==> src/hw/rtl/srr_pkg.sv <==
// Shared types and constants for the selective-repeat receiver.
package srr_pkg;

  localparam int STORE_DEPTH_DEF = 1024;
  localparam int SEQ_W           = 10;
  localparam int CSUM_W          = 14;
  localparam int PAY_W           = 160;
  localparam int WIN_W           = 6;
  localparam logic [WIN_W-1:0] WIN_RESET = 6'd8;
  localparam int QDEPTH          = 2;

  // one classified packet waiting for the window logic
  typedef struct packed {
    logic             ok;
    logic [SEQ_W-1:0] seq;
    logic [PAY_W-1:0] payload;
  } entry_t;

  typedef struct packed {
    logic full;
    logic empty;
  } q_stat_t;

endpackage

==> src/hw/rtl/srr_queue.sv <==
// Short queue between the front end and the window sequencer.
module srr_queue (
  input  logic              clk,
  input  logic              rst_n,
  input  logic              push,
  input  srr_pkg::entry_t   push_data,
  input  logic              pop,
  output srr_pkg::entry_t   head,
  output srr_pkg::q_stat_t  stat
);

  localparam int PW   = (srr_pkg::QDEPTH > 1) ? $clog2(srr_pkg::QDEPTH) : 1;
  localparam int CNTW = $clog2(srr_pkg::QDEPTH + 1);

  srr_pkg::entry_t mem_r [srr_pkg::QDEPTH];
  logic [PW-1:0]   wr_ptr_r, wr_ptr_nxt;
  logic [PW-1:0]   rd_ptr_r, rd_ptr_nxt;
  logic [CNTW-1:0] cnt_r, cnt_nxt;

  assign head       = mem_r[rd_ptr_r];
  assign stat.full  = (cnt_r == CNTW'(srr_pkg::QDEPTH));
  assign stat.empty = (cnt_r == '0);

  always_comb begin
    wr_ptr_nxt = wr_ptr_r;
    rd_ptr_nxt = rd_ptr_r;
    cnt_nxt    = cnt_r;
    if (push) begin
      wr_ptr_nxt = (wr_ptr_r == PW'(srr_pkg::QDEPTH - 1)) ? '0 : wr_ptr_r + 1'b1;
    end
    if (pop) begin
      rd_ptr_nxt = (rd_ptr_r == PW'(srr_pkg::QDEPTH - 1)) ? '0 : rd_ptr_r + 1'b1;
    end
    if (push && !pop) begin
      cnt_nxt = cnt_r + 1'b1;
    end else if (pop && !push) begin
      cnt_nxt = cnt_r - 1'b1;
    end
  end

  always_ff @(posedge clk) begin
    if (!rst_n) begin
      wr_ptr_r <= '0;
      rd_ptr_r <= '0;
      cnt_r    <= '0;
    end else begin
      wr_ptr_r <= wr_ptr_nxt;
      rd_ptr_r <= rd_ptr_nxt;
      cnt_r    <= cnt_nxt;
    end
  end

  always_ff @(posedge clk) begin
    if (push) begin
      mem_r[wr_ptr_r] <= push_data;
    end
  end

endmodule

==> config.mk <==
export PLATFORM = sky130hd
export DESIGN_NAME = srr_queue
export DESIGN_NICKNAME = d
export VERILOG_FILES = /design/src/hw/rtl/srr_pkg.sv /design/src/hw/rtl/srr_queue.sv
export SDC_FILE = /design/constraint.sdc
export NUM_CORES = 1
export LEC_CHECK = 0
export BUFFER_PORTS_ARGS = -buffer_cell sky130_fd_sc_hd__clkbuf_2
export CAP_MARGIN = 20
export CORE_ASPECT_RATIO = 1.1
export CORE_UTILIZATION = 55
export CTS_CLUSTER_SIZE = 24
export DETAILED_ROUTE_END_ITERATION = 16
export PLACE_DENSITY_LB_ADDON = 0.05
export SLEW_MARGIN = 0
export SYNTH_ARGS = -nofsm -noshare
export SYNTH_HDL_FRONTEND = slang
export SYNTH_SLANG_ARGS = --single-unit
==> constraint.sdc <==
create_clock -name clk -period 31.8 [get_ports clk]
set_input_delay 7.95 -clock clk [delete_from_list [all_inputs] [get_ports clk]]
set_output_delay 7.95 -clock clk [all_outputs]
set_load 0.01 [all_outputs]
==> results.ini <==
[sta]
rsz0062_at_grt=false
finalSetupViolations=0
slew_headroom_pct=26.8
layout_worst_path_cycle_share_pct=34.1
fin_tns_setup_ns=0
finClkSkew_ns=0.00976
min_period_ns=10.85
final_max_slew_viol_count=0
hold_violations=0
fmax_mhz=92.2
tightest_slew_ns=1.10

[finish]
nNetsFinal=1102
design_area_um2=16100
fin_util_pct=70.0
drive_gt1_share_pct=60.9
syn_to_final_growth_pct=24.3

[yosys]
syn-mean-instance-area_um2=23.3
synth.top_cells.by_area=edfxtp_1, mux2_4, mux2_2, buf_6, dfxtp_1
syn-num-nets=730
netlist_area_um2=12900
synth.distinct_cells=17
ys_seq_elements=347
ys_warn_count=0
synth_area_leader_cell=edfxtp_1
syn_inst=554
synth_top_area_share_pct=79.5
synth_seq_area_share_pct=80.3

[worst_setup_path]
slowest_stage=buf_4
crit_chain=buf_4, mux2_2, clkbuf_2
path_max_fanout=68
cp_num_buf_inv=2
criticalPathCategory=reg -> out
r2r_start=wr_ptr_r
slowest_delay_ns=0.96
crit_arrival_ns=2.90
cp-start-kind=register
cp_top_family=buffers and inverters
cp-end-kind=output port
worstPathRequired_ns=23.85

[grt]
grt-ovfl-total=0
grt_max_degree=85
antenna_found_initial=3
grt.total_usage_pct=19.8
grt_pass1_vias=6616
grt_pass1_wl_um=35400

[die]
ios=348
core-area_um2=22900
row_count=58
dieArea_um2=24100
dieWidth_um=148
start_util_pct=56.3
chipHeight_um=163

[detailed_routing]
via_per_inst=5.11
drt-total-wl_um=24200
drtPass1Iterations=6
first_iter_violations=274
wl_met1_um=8420
routedWlPerCell_um=19.4
vias=6387
drc=0
drtAntennaViolNets=0
dr.max_layer_used=met5
wl_met2_um=12600
met3_length_um=2430

[power_and_ir_drop]
p_leak_nw=6.32
peakVddDrop_uv=51.5
finalPower_mw=1.03
power.density_nw_per_um2=64.1

[placement]
hpwl_um=16600
gp_congestion=0.750
place_area_um2=14900
numPortBuffers=347

[cts]
cts_buffer_depth=3
h-tree-depth=2
post_cts_resize_count=0
cts_buffers=35
clock-sinks=347
hold_buffers=0
clk_latency_ns=0.49
cts_root_buf=clkbuf_16
clkSlewWorstSetupHoldPaths_ns=0.06
postCtsSetupBuffers=0
cts_tree=done

[min_path]
hp-class=reg -> reg
min_from=cnt_r[1]

[outcome]
status=finished, final reports clean

[run]
max_cap_viol_count=0

layer usage:
metal | up-vias | GRT usage [%]
met5 | - | 0
met3 | 45 | 7.39
met2 | 262 | 34.7
met4 | 2 | 7.92
li1 | 2956 | -
met1 | 3122 | 21.6
per-stage QoR:
stage | setup slack [ns] | std cells | hold WS (ns)
5_1_grt | 20.77 | 1251 | 0.620
3_3_place_gp | 21.46 | 1188 | 0.483
2_1_floorplan | 15.71 | 554 | 0.473
3_5_place_dp | 21.40 | 1188 | 0.560
4_1_cts | 20.87 | 1248 | 0.567
6_report | 20.95 | 1251 | 0.583
registers in the layout, summed over array words and instances, names as in the netlist, named ones only:
| signal | flops |
|---|---|
| wr_ptr_r | 1 |
| mem_r | 342 |
| cnt_r | 2 |
| rd_ptr_r | 1 |
layout make-up:
cell class,count,area (um^2)
tap,300,375
multi-input combinational,187,2390
inverter,1,3.75
sequential,347,10400
clock inverter,11,80.1
fill,1522,6880
timing repair buffer,354,1810
antenna,2,5.00
clock buffer,49,1020
synth_stat cells:
cell type and n:
edfxtp_1 342, mux2_4 90, mux2_2 81, buf_6 11
buf_2 8, dfxtp_1 5, and2_1 4, nor2b_1 3
xor2_1 2, a21boi_0 1, ha_1 1, inv_1 1
nor2_1 1, o21a_1 1, o21ai_0 1, or3_1 1
xnor2_1 1
worst register-to-register path, stage by stage, from the launching register on:
cell	delay (ns)
dfxtp_1	0.35
nor2b_4	0.54
buf_4	0.92
logic make-up after synthesis:
logic type	Yosys count	synth area share, %
buf+inv	20	1.30
compound gates	3	0.155
mux	171	17.5
simple gates	9	0.417
xor+xnor	3	0.204
fa+ha+maj	1	0.0969
flops	347	80.3
cell usage in the layout (no fill, tap or decap), types with 2 or more instances in the layout:
cell type | Yosys | final
dfxtp_1 | 5 | 4
clkinv_2 | 0 | 6
clkinv_1 | 0 | 3
edfxtp_1 | 342 | 342
mux2_2 | 81 | 81
diode_2 | 0 | 2
and2_1 | 4 | 3
buf_4 | 0 | 6
clkbuf_16 | 0 | 37
xor2_1 | 2 | 2
clkbuf_8 | 0 | 5
clkbuf_2 | 0 | 347
clkbuf_1 | 0 | 7
mux2_4 | 90 | 90
nor2b_1 | 3 | 2
path summary, 6_finish.rpt:
| kind | endpoint | slack [ns] | cells past startpoint |
|---|---|---|---|
| max | head[5] | 20.95 | 3 |
| max reg2reg | mem_r[0][71] | 29.53 | 2 |
| min reg2reg | cnt_r[1] | 0.58 | 2 |
| min | cnt_r[1] | 0.58 | 2 |
report_power, final:
part	internal (mW)	switching, mW
clock	0.231	0.153
combinational	0.0541	0.0535
sequential	0.529	0.00840
(Power assumes the default switching activity.)
