File: src/hw/rtl/srr_pkg.sv
// Shared types and constants for the selective-repeat receiver.
package srr_pkg;

  localparam int STORE_DEPTH_DEF = 1024;
  localparam int SEQ_W           = 10;
  localparam int CSUM_W          = 14;
  localparam int PAY_W           = 160;
  localparam int WIN_W           = 6;
  localparam logic [WIN_W-1:0] WIN_RESET = 6'd8;
  localparam int QDEPTH          = 2;

  // one classified packet waiting for the window logic
  typedef struct packed {
    logic             ok;
    logic [SEQ_W-1:0] seq;
    logic [PAY_W-1:0] payload;
  } entry_t;

  typedef struct packed {
    logic full;
    logic empty;
  } q_stat_t;

endpackage

File: src/hw/rtl/srr_front.sv
// Front end: accepts packets, sums the checksum and pushes good/bad words to the queue; empty packets are dropped.
module srr_front (
  input  logic                                clk,
  input  logic                                rst_n,
  input  logic                                in_valid,
  output logic                                in_stall,
  input  logic [srr_pkg::SEQ_W-1:0]           in_seq_num,
  input  logic [srr_pkg::SEQ_W-1:0]           in_ack_num,
  input  logic signed [srr_pkg::CSUM_W-1:0]   in_checksum,
  input  logic [63:0]                         in_payload_lo,
  input  logic [63:0]                         in_payload_mid,
  input  logic [31:0]                         in_payload_hi,
  input  logic                                clr_busy,
  input  srr_pkg::q_stat_t                    q_stat,
  output logic                                push,
  output srr_pkg::entry_t                     push_data
);

  function automatic logic signed [10:0] sum_bytes8(input logic [63:0] w);
    logic signed [10:0] acc;
    acc = '0;
    for (int i = 0; i < 8; i++) begin
      acc = acc + {{3{w[8*i+7]}}, w[8*i +: 8]};
    end
    return acc;
  endfunction

  function automatic logic signed [9:0] sum_bytes4(input logic [31:0] w);
    logic signed [9:0] acc;
    acc = '0;
    for (int i = 0; i < 4; i++) begin
      acc = acc + {{2{w[8*i+7]}}, w[8*i +: 8]};
    end
    return acc;
  endfunction

  logic                                s1_valid_r, s1_valid_nxt;
  logic [srr_pkg::SEQ_W-1:0]           s1_seq_r;
  logic signed [srr_pkg::CSUM_W-1:0]   s1_csum_r;
  logic [srr_pkg::PAY_W-1:0]           s1_pay_r;
  logic signed [10:0]                  s1_slo_r, s1_smid_r;
  logic signed [12:0]                  s1_shi_r;
  logic signed [9:0]                   hi_sum;
  logic signed [srr_pkg::CSUM_W-1:0]   total;
  logic                                accept;
  logic                                nonempty;

  assign in_stall = clr_busy || (s1_valid_r && q_stat.full);
  assign accept   = in_valid && !in_stall;
  assign nonempty = (in_payload_lo[7:0] != 8'd0);
  assign hi_sum   = sum_bytes4(in_payload_hi);

  assign push = s1_valid_r && !q_stat.full;

  always_comb begin
    total = {{3{s1_slo_r[10]}}, s1_slo_r} + {{3{s1_smid_r[10]}}, s1_smid_r}
          + {s1_shi_r[12], s1_shi_r};
    push_data.ok      = (total == s1_csum_r);
    push_data.seq     = s1_seq_r;
    push_data.payload = s1_pay_r;
  end

  always_comb begin
    s1_valid_nxt = s1_valid_r;
    if (accept) begin
      s1_valid_nxt = nonempty;   // empty packets vanish here
    end else if (push) begin
      s1_valid_nxt = 1'b0;
    end
  end

  always_ff @(posedge clk) begin
    if (!rst_n) begin
      s1_valid_r <= 1'b0;
    end else begin
      s1_valid_r <= s1_valid_nxt;
    end
  end

  always_ff @(posedge clk) begin
    if (accept) begin
      s1_seq_r  <= in_seq_num;
      s1_csum_r <= in_checksum;
      s1_pay_r  <= {in_payload_hi, in_payload_mid, in_payload_lo};
      s1_slo_r  <= sum_bytes8(in_payload_lo);
      s1_smid_r <= sum_bytes8(in_payload_mid);
      s1_shi_r  <= {{3{hi_sum[9]}}, hi_sum} + {3'b000, in_seq_num} + {3'b000, in_ack_num};
    end
  end

endmodule

File: config.mk
export PLATFORM = sky130hd
export DESIGN_NAME = srr_front
export DESIGN_NICKNAME = d
export VERILOG_FILES = /design/src/hw/rtl/srr_pkg.sv /design/src/hw/rtl/srr_front.sv
export SDC_FILE = /design/constraint.sdc
export NUM_CORES = 1
export LEC_CHECK = 0
export BUFFER_PORTS_ARGS = -buffer_cell sky130_fd_sc_hd__buf_2
export CAP_MARGIN = 15
export CORE_MARGIN = 4
export CORE_UTILIZATION = 50
export CTS_BUF_LIST = sky130_fd_sc_hd__clkbuf_8
export DETAILED_ROUTE_END_ITERATION = 8
export PLACE_DENSITY = 0.78
export SLEW_MARGIN = 20
export SYNTH_ARGS = -nofsm -noshare
export SYNTH_HDL_FRONTEND = slang
export SYNTH_SLANG_ARGS = --single-unit
File: constraint.sdc
create_clock -name clk -period 9.7 [get_ports clk]
set_input_delay 0.97 -clock clk [delete_from_list [all_inputs] [get_ports clk]]
set_output_delay 0.97 -clock clk [all_outputs]
set_load 0.01 [all_outputs]
==> impl_metrics.ini, run 1 <==
[yosys]
synth_enable_flop_cells = 219
synth.area.mux_share = 0.001625
synth_nets = 1219
synth_top_family_by_area = adder cells
syn_inst = 821
async_flop_share = 0
synth-adder-area-share = 0.2888
ys_warn_count = 0
synth.distinct_cells = 43
ys.flop_type = edfxtp_1
synth_area_sq_um = 12320
synth-xor-area-share = 0.03839
synth-simple-area-share = 0.03473
syn_avg_cell_area_sq_um = 15.01
ys_seq_elements = 220
synth_compound_area_frac = 0.04611
synth.yosys.seq_area_share = 0.5354

[worst_setup_path]
critPathSlowestCell = fa_1
critical_path_class = input port to flop
worstReg2RegEnd = s1_seq_r[3]
cp-startpoint = in_payload_hi[1]
r2r_start = s1_valid_r
cp_cell_sequence = buf_2 > inv_1 > fa_1 > inv_1 > fa_1 > ha_1 > inv_1 > fa_1 > nor2b_1 > o21ai_1 > nor2b_1 > xnor2_1 > fa_1 > ha_1 > o21ai_0 > inv_1 > a211oi_1 > nor2_1 > o41ai_1 > xor2_1
rrSetupSlack_ns = 6.75
r2r_cells = 4
endpoint_kind = flop
crit_fanout = 3
max_stage_delay_ns = 0.52
startpoint_type = input port
endpoint = s1_shi_r[12]
cp_data_arrival_time_ns = 5.32
crit_required_ns = 9.94

[clocking]
clock_path_buffers = 3
ctsHoldBuffers = 0
numClockSinks = 220
cts_root_buffer = clkbuf_8
path_clk_slew_ns = 0.06
insertion_delay_ns = 0.52
cts_setup_buffers = 0
cts_tree = yes
htreeDepth = 2
cts-resized-gates = 0
numCtsBuffers = 39

[sta]
rsz0062_at_grt = false
final.setup.worst_slack_ns = 4.621
finalClockSkew_ns = 0.01188
fin_crit_ns = 5.079
hold_viol = 0
fmax_mhz = 196.9
fin_crit_sh = 0.5236
tns_ns = 0
max_slew_margin = 0.4836
worstMarginPinSlew_ns = 0.7746
maxSlewViolCount = 0
setup_violations = 0

[global_routing]
grt-ovfl-total = 0
grt_max_degree = 63
antenna_found_initial = 5
track_usage = 0.1876
grt_pass1_wl_mm = 39.79
grt_pass1_vias = 8037

[power]
switchingPower_mw = 1.906
switching_share = 0.3907
cellLeakagePower_nw = 6.809
internal_power_mw = 2.972
p_per_area_nw_per_um2 = 318.9
ir_drop_mv = 0.2131
clkPwrFrac = 0.159
comb_power_share = 0.566
share_seq_of_total_power = 0.275

[detailed_routing]
routed_wl_mm = 25.49
routedWlPerCell_um = 16.05
dr.pass1.iters = 5
vias = 7483
drt_iter0_markers = 360
viasPerCell = 4.712
drcViolationCount = 0
postRouteAntennaNets = 0

[run]
maxCapViolCount = 0

[floorplanning]
core_area_sq_um = 24250
die_area_sq_um = 27210
die_h_um = 165.0
ios = 373
rows = 57
start_util = 0.5080
die_w_um = 165.0

[cells_and_area]
post_route_cells_drive_above_1_share = 0.3384
area_delta_synth_final_pct = 24.15
finalNetCount = 1633

[outcome]
status = completed

[worst_hold_path]
hold_class = flop to flop

[place]
place_hpwl_mm = 20.83
dp_slack_ns = 4.102
gp_congestion = 0.8289
portBuffers = 371
==> registers in the layout (all words and copies together), names as in the netlist <==
signal	cells
s1_pay_r	160
s1_csum_r	14
s1_shi_r	13
s1_slo_r	11
s1_smid_r	11
s1_seq_r	10
s1_valid_r	1
==> layout by cell type, fill, tap and decap left out, types with 2 or more instances in the layout <==
master	Yosys	final
a2111o_1	2	2
a211oi_1	3	3
a21boi_0	4	4
a21o_1	5	5
a21oi_1	22	22
a22oi_1	2	2
buf_2	0	371
buf_4	0	3
clkbuf_8	0	41
clkinv_1	0	9
clkinv_2	0	2
diode_2	0	2
edfxtp_1	219	219
fa_1	144	144
ha_1	54	54
inv_1	177	192
mux2i_1	2	2
nand2_1	8	8
nand2b_1	6	6
nand3_1	4	4
nor2_1	27	27
nor2b_1	13	13
nor3_1	8	8
nor4_1	3	3
o211ai_1	3	3
o21a_1	2	2
o21ai_0	23	23
o21ai_1	6	6
o21bai_1	2	2
o31a_1	2	2
o31ai_1	2	2
o41ai_1	4	4
or2_2	2	2
or3_1	4	4
xnor2_1	42	42
xor2_1	12	12
==> power groups by stage <==
stage,clock network (mW),logic [mW],registers (mW)
final,0.777,2.76,1.34
after floorplan,0,2.21,1.37
after global routing,0.857,3.17,1.36
after CTS,0.807,2.78,1.35
after global placement,0,2.72,1.36
after detailed placement,0,2.76,1.37
==> layout make-up <==
type / instances / area (sq um)
timing repair buffer: 374 / 1879
sequential: 220 / 6596
clock buffer: 41 / 564.3
antenna: 2 / 5.005
clock inverter: 27 / 130.1
inverter: 177 / 664.4
tap: 324 / 405.4
fill: 1877 / 8954
multi-input combinational: 423 / 5050
==> stage by stage <==
| stage | util | area [sq um] | power [mW] | hold WS, ns | instances |
|---|---|---|---|---|---|
| 2_1_floorplan | - | 12320 | 3.578 | 0.5149 | 821 |
| 3_3_place_gp | 0.6019 | 14600 | 4.080 | 0.5322 | 1518 |
| 3_5_place_dp | 0.6019 | 14600 | 4.125 | 0.5682 | 1518 |
| 4_1_cts | 0.6305 | 15290 | 4.937 | 0.5795 | 1586 |
| 5_1_grt | 0.6307 | 15290 | 5.383 | 0.5870 | 1587 |
| 6_report | 0.6308 | 15290 | 4.878 | 0.5765 | 1588 |
==> metal layers <==
layer,wire length (um),GRT usage,part of all wire
met1,9468,0.2281,0.37
met2,12960,0.3170,0.51
met3,2336,0.06314,0.092
met4,671,0.06125,0.026
met5,55,0,0.0022
==> worst max-delay path, delay by kind of cell <==
family,cells,cell delay (ns)
adders and majority gates,6,2.38
and+or+nand+nor,3,0.40
xor gates and xnor gates,2,0.28
AOI/OAI and AO/OA,4,0.95
buffers and inverters,5,0.35
==> logic make-up (layout without fill, tap and decap cells) <==
group                      after synthesis  after routing
DFF                                    220            220
adders and majority gates              198            198
buffers and inverters                  178            619
AOI/OAI and AO/OA                       88             88
and+or+nand+nor                         81             81
xor gates and xnor gates                54             54
muxes                                    2              2
other                                    0              2
==> synth_stat cells, drive strengths merged (3+ instances only) <==
master  instances  share of area
nor3            8         0.0033
or3             4         0.0020
fa            144           0.23
o21ai          29          0.012
nand2b          6         0.0030
edfxtp        219           0.53
o211ai          3         0.0018
a211oi          4         0.0035
nor2b          13         0.0066
nor4            4         0.0025
a21boi          4         0.0024
nand2           9         0.0029
a21oi          22         0.0089
nand3           4         0.0016
o41ai           4         0.0028
ha             54          0.055
xor2           12         0.0085
a21o            5         0.0030
o31a            3         0.0022
inv           177          0.054
xnor2          42          0.030
nor2           27         0.0082
==> worst min-delay path by stage <==
stage / from / slack, ns / to / cells past startpoint
finish: s1_valid_r / 0.58 / s1_valid_r / 2
floorplan: s1_valid_r / 0.51 / s1_valid_r / 2
detailed placement: s1_valid_r / 0.57 / s1_valid_r / 2
global placement: s1_valid_r / 0.53 / s1_valid_r / 2
CTS: s1_valid_r / 0.58 / s1_valid_r / 2
global route: in_checksum[8] / 0.59 / s1_csum_r[8] / 1
Power figures use the tool's default switching activity.
==> run 2: changes to the inputs <==
Settings changed: ABC_AREA set to 1.
Clock period 9.7 ns to 5 ns, I/O delays scaled along.
==> run 2 against run 1 <==
Sequential share of layout area down 0.66 points; clock-buffer cell count unchanged; highest routed layer unchanged; final cell count up 5.4%; routed wire length up 6.0%; critical path type unchanged.
==> impl_metrics.ini, run 2 <==
[yosys]
yosysTopAreaCellShare = 0.5262
ys_seq_elements = 220
synth.area.top_cells = edfxtp_1 53%, fa_1 23%, inv_1 6.4%
synth_nets = 1306
syn_avg_cell_area_sq_um = 13.76
ys_top_cells_by_count = 219 x edfxtp_1, 212 x inv_1, 144 x fa_1
synth_most_common_cell = edfxtp_1
async_flop_share = 0
ys.flop_type = edfxtp_1
synth.distinct_cells = 35
syn_inst = 908
synth_enable_flop_cells = 219
synth.yosys.seq_area_share = 0.5278
ys_warn_count = 0
yosysTopAreaCell = edfxtp_1
synth_area_sq_um = 12500

[global_routing]
antenna_found_initial = 2
grt-ovfl-total = 0
grt_max_degree = 160
grt_pass1_wl_mm = 43.97
track_usage = 0.1991
grt_pass1_vias = 8816

[clocking]
numClockSinks = 220
path_clk_slew_ns = 0.06
numCtsBuffers = 38
ctsHoldBuffers = 0
cts_setup_buffers = 0
insertion_delay_ns = 0.53
clock_path_buffers = 3
htreeDepth = 2
cts-resized-gates = 0
cts_root_buffer = clkbuf_8
cts_tree = yes

[worst_setup_path]
r2r_start = s1_valid_r
endpoint = s1_shi_r[11]
worstReg2RegEnd = s1_pay_r[87]
rrSetupSlack_ns = 3.25
crit_required_ns = 5.25
crit_fanout = 5
cp-startpoint = in_payload_hi[1]
critical_path_class = input port to flop
cp_data_arrival_time_ns = 4.62
max_stage_delay_ns = 0.53
critPathSlowestCell = fa_1
endpoint_kind = flop
cp_cell_sequence = buf_2 > inv_1 > fa_1 > inv_1 > fa_1 > ha_1 > inv_1 > fa_1 > nand3b_1 > and2_4 > inv_2 > nand4_2 > a21o_1 > nand2_2 > fa_1 > ha_1 > inv_1 > nor3_1 > nand3_1 > nand4_1 > xor2_1
r2r_cells = 4
startpoint_type = input port

[detailed_routing]
dr.pass1.iters = 4
routedWlPerCell_um = 16.15
vias = 7878
postRouteAntennaNets = 0
drcViolationCount = 0
drt_iter0_markers = 342
viasPerCell = 4.706
routed_wl_mm = 27.03

[cells_and_area]
finalNonFillerCells = 1674
fill_cells = 1889
largest_reg_flops = 160
utilization = 0.6349
reg_top3 = s1_pay_r x160, s1_csum_r x14, s1_shi_r x13
area_delta_synth_final_pct = 24.27
final_common_cell = buf_2
post_route_cells_drive_above_1_share = 0.3291
final_cell_mix = 371 x buf_2, 222 x inv_1, 219 x edfxtp_1
finalNetCount = 1719
top_register = s1_pay_r

[sta]
maxSlewViolCount = 0
timing.hold.ws_ns = 0.1532
worstMarginPinSlew_ns = 0.9086
fin_crit_sh = 0.8744
rsz0062_at_grt = false
setup_violations = 0
fin_crit_ns = 4.372
max_slew_margin = 0.3943
fmax_mhz = 228.7
hold_viol = 0
tns_ns = 0
finalClockSkew_ns = 0.02185

[power]
cellLeakagePower_nw = 7.224
p_per_area_nw_per_um2 = 624.1
total_power_mw = 9.693
ir_drop_mv = 0.3668

[floorplanning]
start_util = 0.5109
rows = 57
ios = 373
die_w_um = 166.1
die_h_um = 166.1
core_area_sq_um = 24460
die_area_sq_um = 27590

[worst_hold_path]
hold_class = input port to flop

[place]
dp_cells = 1605
gp_congestion = 0.8011
portBuffers = 371
place_hpwl_mm = 22.19

[outcome]
status = completed

[run]
maxCapViolCount = 0
==> run 2: changes by cell type after synthesis, moves of 6 or more <==
cell      before  now
a21oi_1       22   33
inv_1        177  212
nand2_1        8   84
nand2b_1       6    0
nand3_1        4   17
nand3b_1       0    6
nand4_1        0    6
nor2b_1       13    0
o21ai_0       23    5
xnor2_1       42   22
xor2_1        12   27
==> run 2: kinds of logic after synthesis <==
group           after synthesis  synth area share
simple gates                160           0.05786
compound gates               63           0.02983
buf+inv                     218           0.06547
xor+xnor                     49           0.03434
flops                       220            0.5278
fa+ha+maj                   198            0.2847
==> run 2: cell type report <==
cell class	instances	area, sq um	area share
Sequential cell	220	6596	0.4247
Multi-Input combinational cell	470	5091	0.3278
Timing Repair Buffer	373	1884	0.1213
Inverter	218	818.3	0.05269
Clock buffer	41	564.3	0.03633
Tap cell	324	405.4	0.02610
Clock inverter	27	168.9	0.01088
Antenna cell	1	2.502	0.0001611
==> run 2: worst min path at each step <==
| stage | start | to | slack (ns) | depth (start not counted) |
|---|---|---|---|---|
| after CTS | in_checksum[7] | s1_csum_r[7] | 0.12 | 1 |
| after global routing | in_checksum[9] | s1_csum_r[9] | 0.13 | 1 |
| final | in_checksum[11] | s1_csum_r[11] | 0.15 | 1 |
| after floorplan | s1_valid_r | s1_valid_r | 0.47 | 2 |
| after detailed placement | s1_valid_r | s1_valid_r | 0.49 | 2 |
| after global placement | s1_valid_r | s1_valid_r | 0.48 | 2 |
==> run 2: metal layers <==
metal  track usage  vias up  share of wire
met1        0.2218     3776           0.36
li1              -     3774              -
met2        0.3606      258           0.53
met4       0.06707        4          0.030
met3       0.06427       66          0.081
met5             0        -         0.0012
==> run 2: worst max-delay path, delay by kind of cell <==
family	cells	cell delay, ns
simple gates	7	1.03
compound gates	1	0.18
buf+inv	6	0.41
xor+xnor	1	0.07
fa+ha+maj	6	2.44
==> run 2: power by group <==
part           internal (mW)  total, mW  switching, mW
Clock                  0.862       1.58          0.718
Combinational           2.33       5.51           3.18
Sequential              2.49       2.61          0.115
==> run 2: metrics by stage <==
stage / area (sq um) / setup WS, ns
after floorplan: 12510 / 0.5177
after global placement: 14800 / 0.2315
after detailed placement: 14800 / 0.1157
after CTS: 15530 / 0.6650
after global routing: 15530 / 0.4378
final: 15530 / 0.6282
==> run 3: changes to the inputs <==
Settings changed: CELL_PAD_IN_SITES_DETAIL_PLACEMENT set to 1, CELL_PAD_IN_SITES_GLOBAL_PLACEMENT set to 1, CORE_UTILIZATION 50 to 43, PLACE_DENSITY 0.78 to not set, PLACE_DENSITY_LB_ADDON set to 0.1.
Clock period 5 ns to 4.5 ns, I/O delays scaled along.
==> run 3 against run 2 <==
Clock-buffer cell count decreased by 1; clock power increased by 16%; critical path type unchanged; critical path depth shrank 1; final cell count grew 5.0%; worst setup slack got worse by 0.28 ns; highest routed layer unchanged; non-clock buffer count grew 19; cell area grew 1.8%; register-to-register slack worse by 0.76 ns; global-route usage is 1.9 points lower; via count increased by 2.4%; die area rose by 15%.
==> impl_metrics.ini, run 3 (synthesis gave the netlist of run 2 again) <==
[floorplanning]
start_util = 0.4354
rows = 62
ios = 373
die_w_um = 178.5
die_area_sq_um = 31860
core_area_sq_um = 28700
die_h_um = 178.5

[cells_and_area]
area_delta_synth_final_pct = 26.45
final_common_cell = buf_2
regArea_sq_um = 6596
reg_top3 = s1_pay_r x160, s1_csum_r x14, s1_shi_r x13
top_register = s1_pay_r
largest_reg_flops = 160
multi_input_area_sq_um = 5091
fill_cells = 3107
post_route_cells_drive_above_1_share = 0.3360
final_cell_mix = 371 x buf_2, 224 x inv_1, 219 x edfxtp_1
finalNetCount = 1739

[detailed_routing]
wl_met2_mm = 15.02
routed_wl_mm = 28.51
drcViolationCount = 0
routedWlPerCell_um = 16.22
drt-met1-wl_mm = 10.65
postRouteAntennaNets = 0
topRoutingLayerUsed = met5
viasPerCell = 4.591
vias = 8067
dr.pass1.iters = 4
drt_iter0_markers = 276
wl_met3_mm = 2.277

[worst_setup_path]
crit_fanout = 5
endpoint_kind = flop
rrSetupSlack_ns = 2.49
r2r_cells = 4
cp_cell_sequence = buf_2 > inv_1 > fa_1 > inv_1 > fa_1 > ha_1 > inv_1 > fa_1 > nand3b_1 > and2_4 > inv_2 > a21oi_1 > xnor2_1 > fa_1 > ha_1 > nand3_1 > nand3b_1 > a21oi_2 > o21ai_0 > xor2_1
crit_required_ns = 4.77
worstReg2RegEnd = s1_pay_r[86]
crit_path_frequent_cell = fa_1
critPathSlowestCell = fa_1
r2r_start = s1_valid_r
path_buf_inv = 5
critical_path_class = input port to flop
startpoint_type = input port
max_stage_delay_ns = 0.53
cp_data_arrival_time_ns = 4.42
critical_path.top_delay_family = adder cells

[sta]
setup_violations = 0
max_slew_margin = 0.4925
hold_viol = 0
fmax_mhz = 240.7
rsz0062_at_grt = false
fin_crit_sh = 0.9233
fin_crit_ns = 4.155
timing.hold.ws_ns = 0.08866
maxSlewViolCount = 0
final.setup.worst_slack_ns = 0.3451
finalClockSkew_ns = 0.01242
worstMarginPinSlew_ns = 0.7594

[clocking]
numCtsBuffers = 39
clock_path_buffers = 3
cts_root_buffer = clkbuf_8
cts_tree = yes
path_clk_slew_ns = 0.06
numClockSinks = 220
ctsHoldBuffers = 0
insertion_delay_ns = 0.53
htreeDepth = 2
cts_setup_buffers = 0
cts-resized-gates = 0

[global_routing]
track_usage = 0.1798
grt-ovfl-total = 0
grt_pass1_wl_mm = 45.17
grt_max_degree = 95
grt_pass1_vias = 9092
antenna_found_initial = 6

[place]
gp_congestion = 0.7846
dp_slack_ns = -0.2454
place_hpwl_mm = 23.55
portBuffers = 371

[worst_hold_path]
hold_depth = 1
hold_end = s1_csum_r[11]
min_from = in_checksum[11]
hold_class = input port to flop

[power]
cellLeakagePower_nw = 7.343
total_power_mw = 11.22
ir_drop_mv = 0.2898
p_per_area_nw_per_um2 = 710.1

[outcome]
status = completed

[run]
maxCapViolCount = 0
## run 3: cell type report
| class | count | share of cell area |
|---|---|---|
| diodes | 1 | 0.0001583 |
| flip-flops and latches | 220 | 0.4174 |
| multi-input cells | 470 | 0.3221 |
| repair buffers | 392 | 0.1298 |
| inverters | 218 | 0.05178 |
| well taps | 384 | 0.03040 |
| clock buffers | 40 | 0.03483 |
| clock inverters | 32 | 0.01346 |
## run 3: worst max path at each step
stage	startpoint	slack [ns]	depth (start not counted)	end
floorplan	in_payload_hi[1]	0.07	20	s1_shi_r[11]
global placement	in_payload_hi[1]	-0.15	20	s1_shi_r[12]
detailed placement	in_payload_hi[1]	-0.25	20	s1_shi_r[12]
CTS	in_payload_hi[1]	0.33	20	s1_shi_r[12]
global route	in_payload_hi[1]	0.11	20	s1_shi_r[11]
finish	in_payload_hi[1]	0.35	20	s1_shi_r[12]
## run 3: where the power goes
group | switching (mW) | internal, mW
logic | 3.67 | 2.82
clock network | 0.829 | 1.00
registers | 0.132 | 2.77
total | 4.63 | 6.60
## run 3: layer usage
metal	global-route usage	vias up
met3	0.05680	48
met1	0.2096	3975
li1	-	3803
met5	0	-
met4	0.04093	10
met2	0.3245	231
## run 3: stage by stage
stage,std cells,area [sq um],setup TNS [ns],utilization
after detailed placement,1684,15040,-1.125,0.5239
after global routing,1757,15800,0,0.5506
after CTS,1756,15800,0,0.5505
final,1757,15800,0,0.5506
after floorplan,908,12510,0,-
after global placement,1684,15040,-0.4184,0.5239
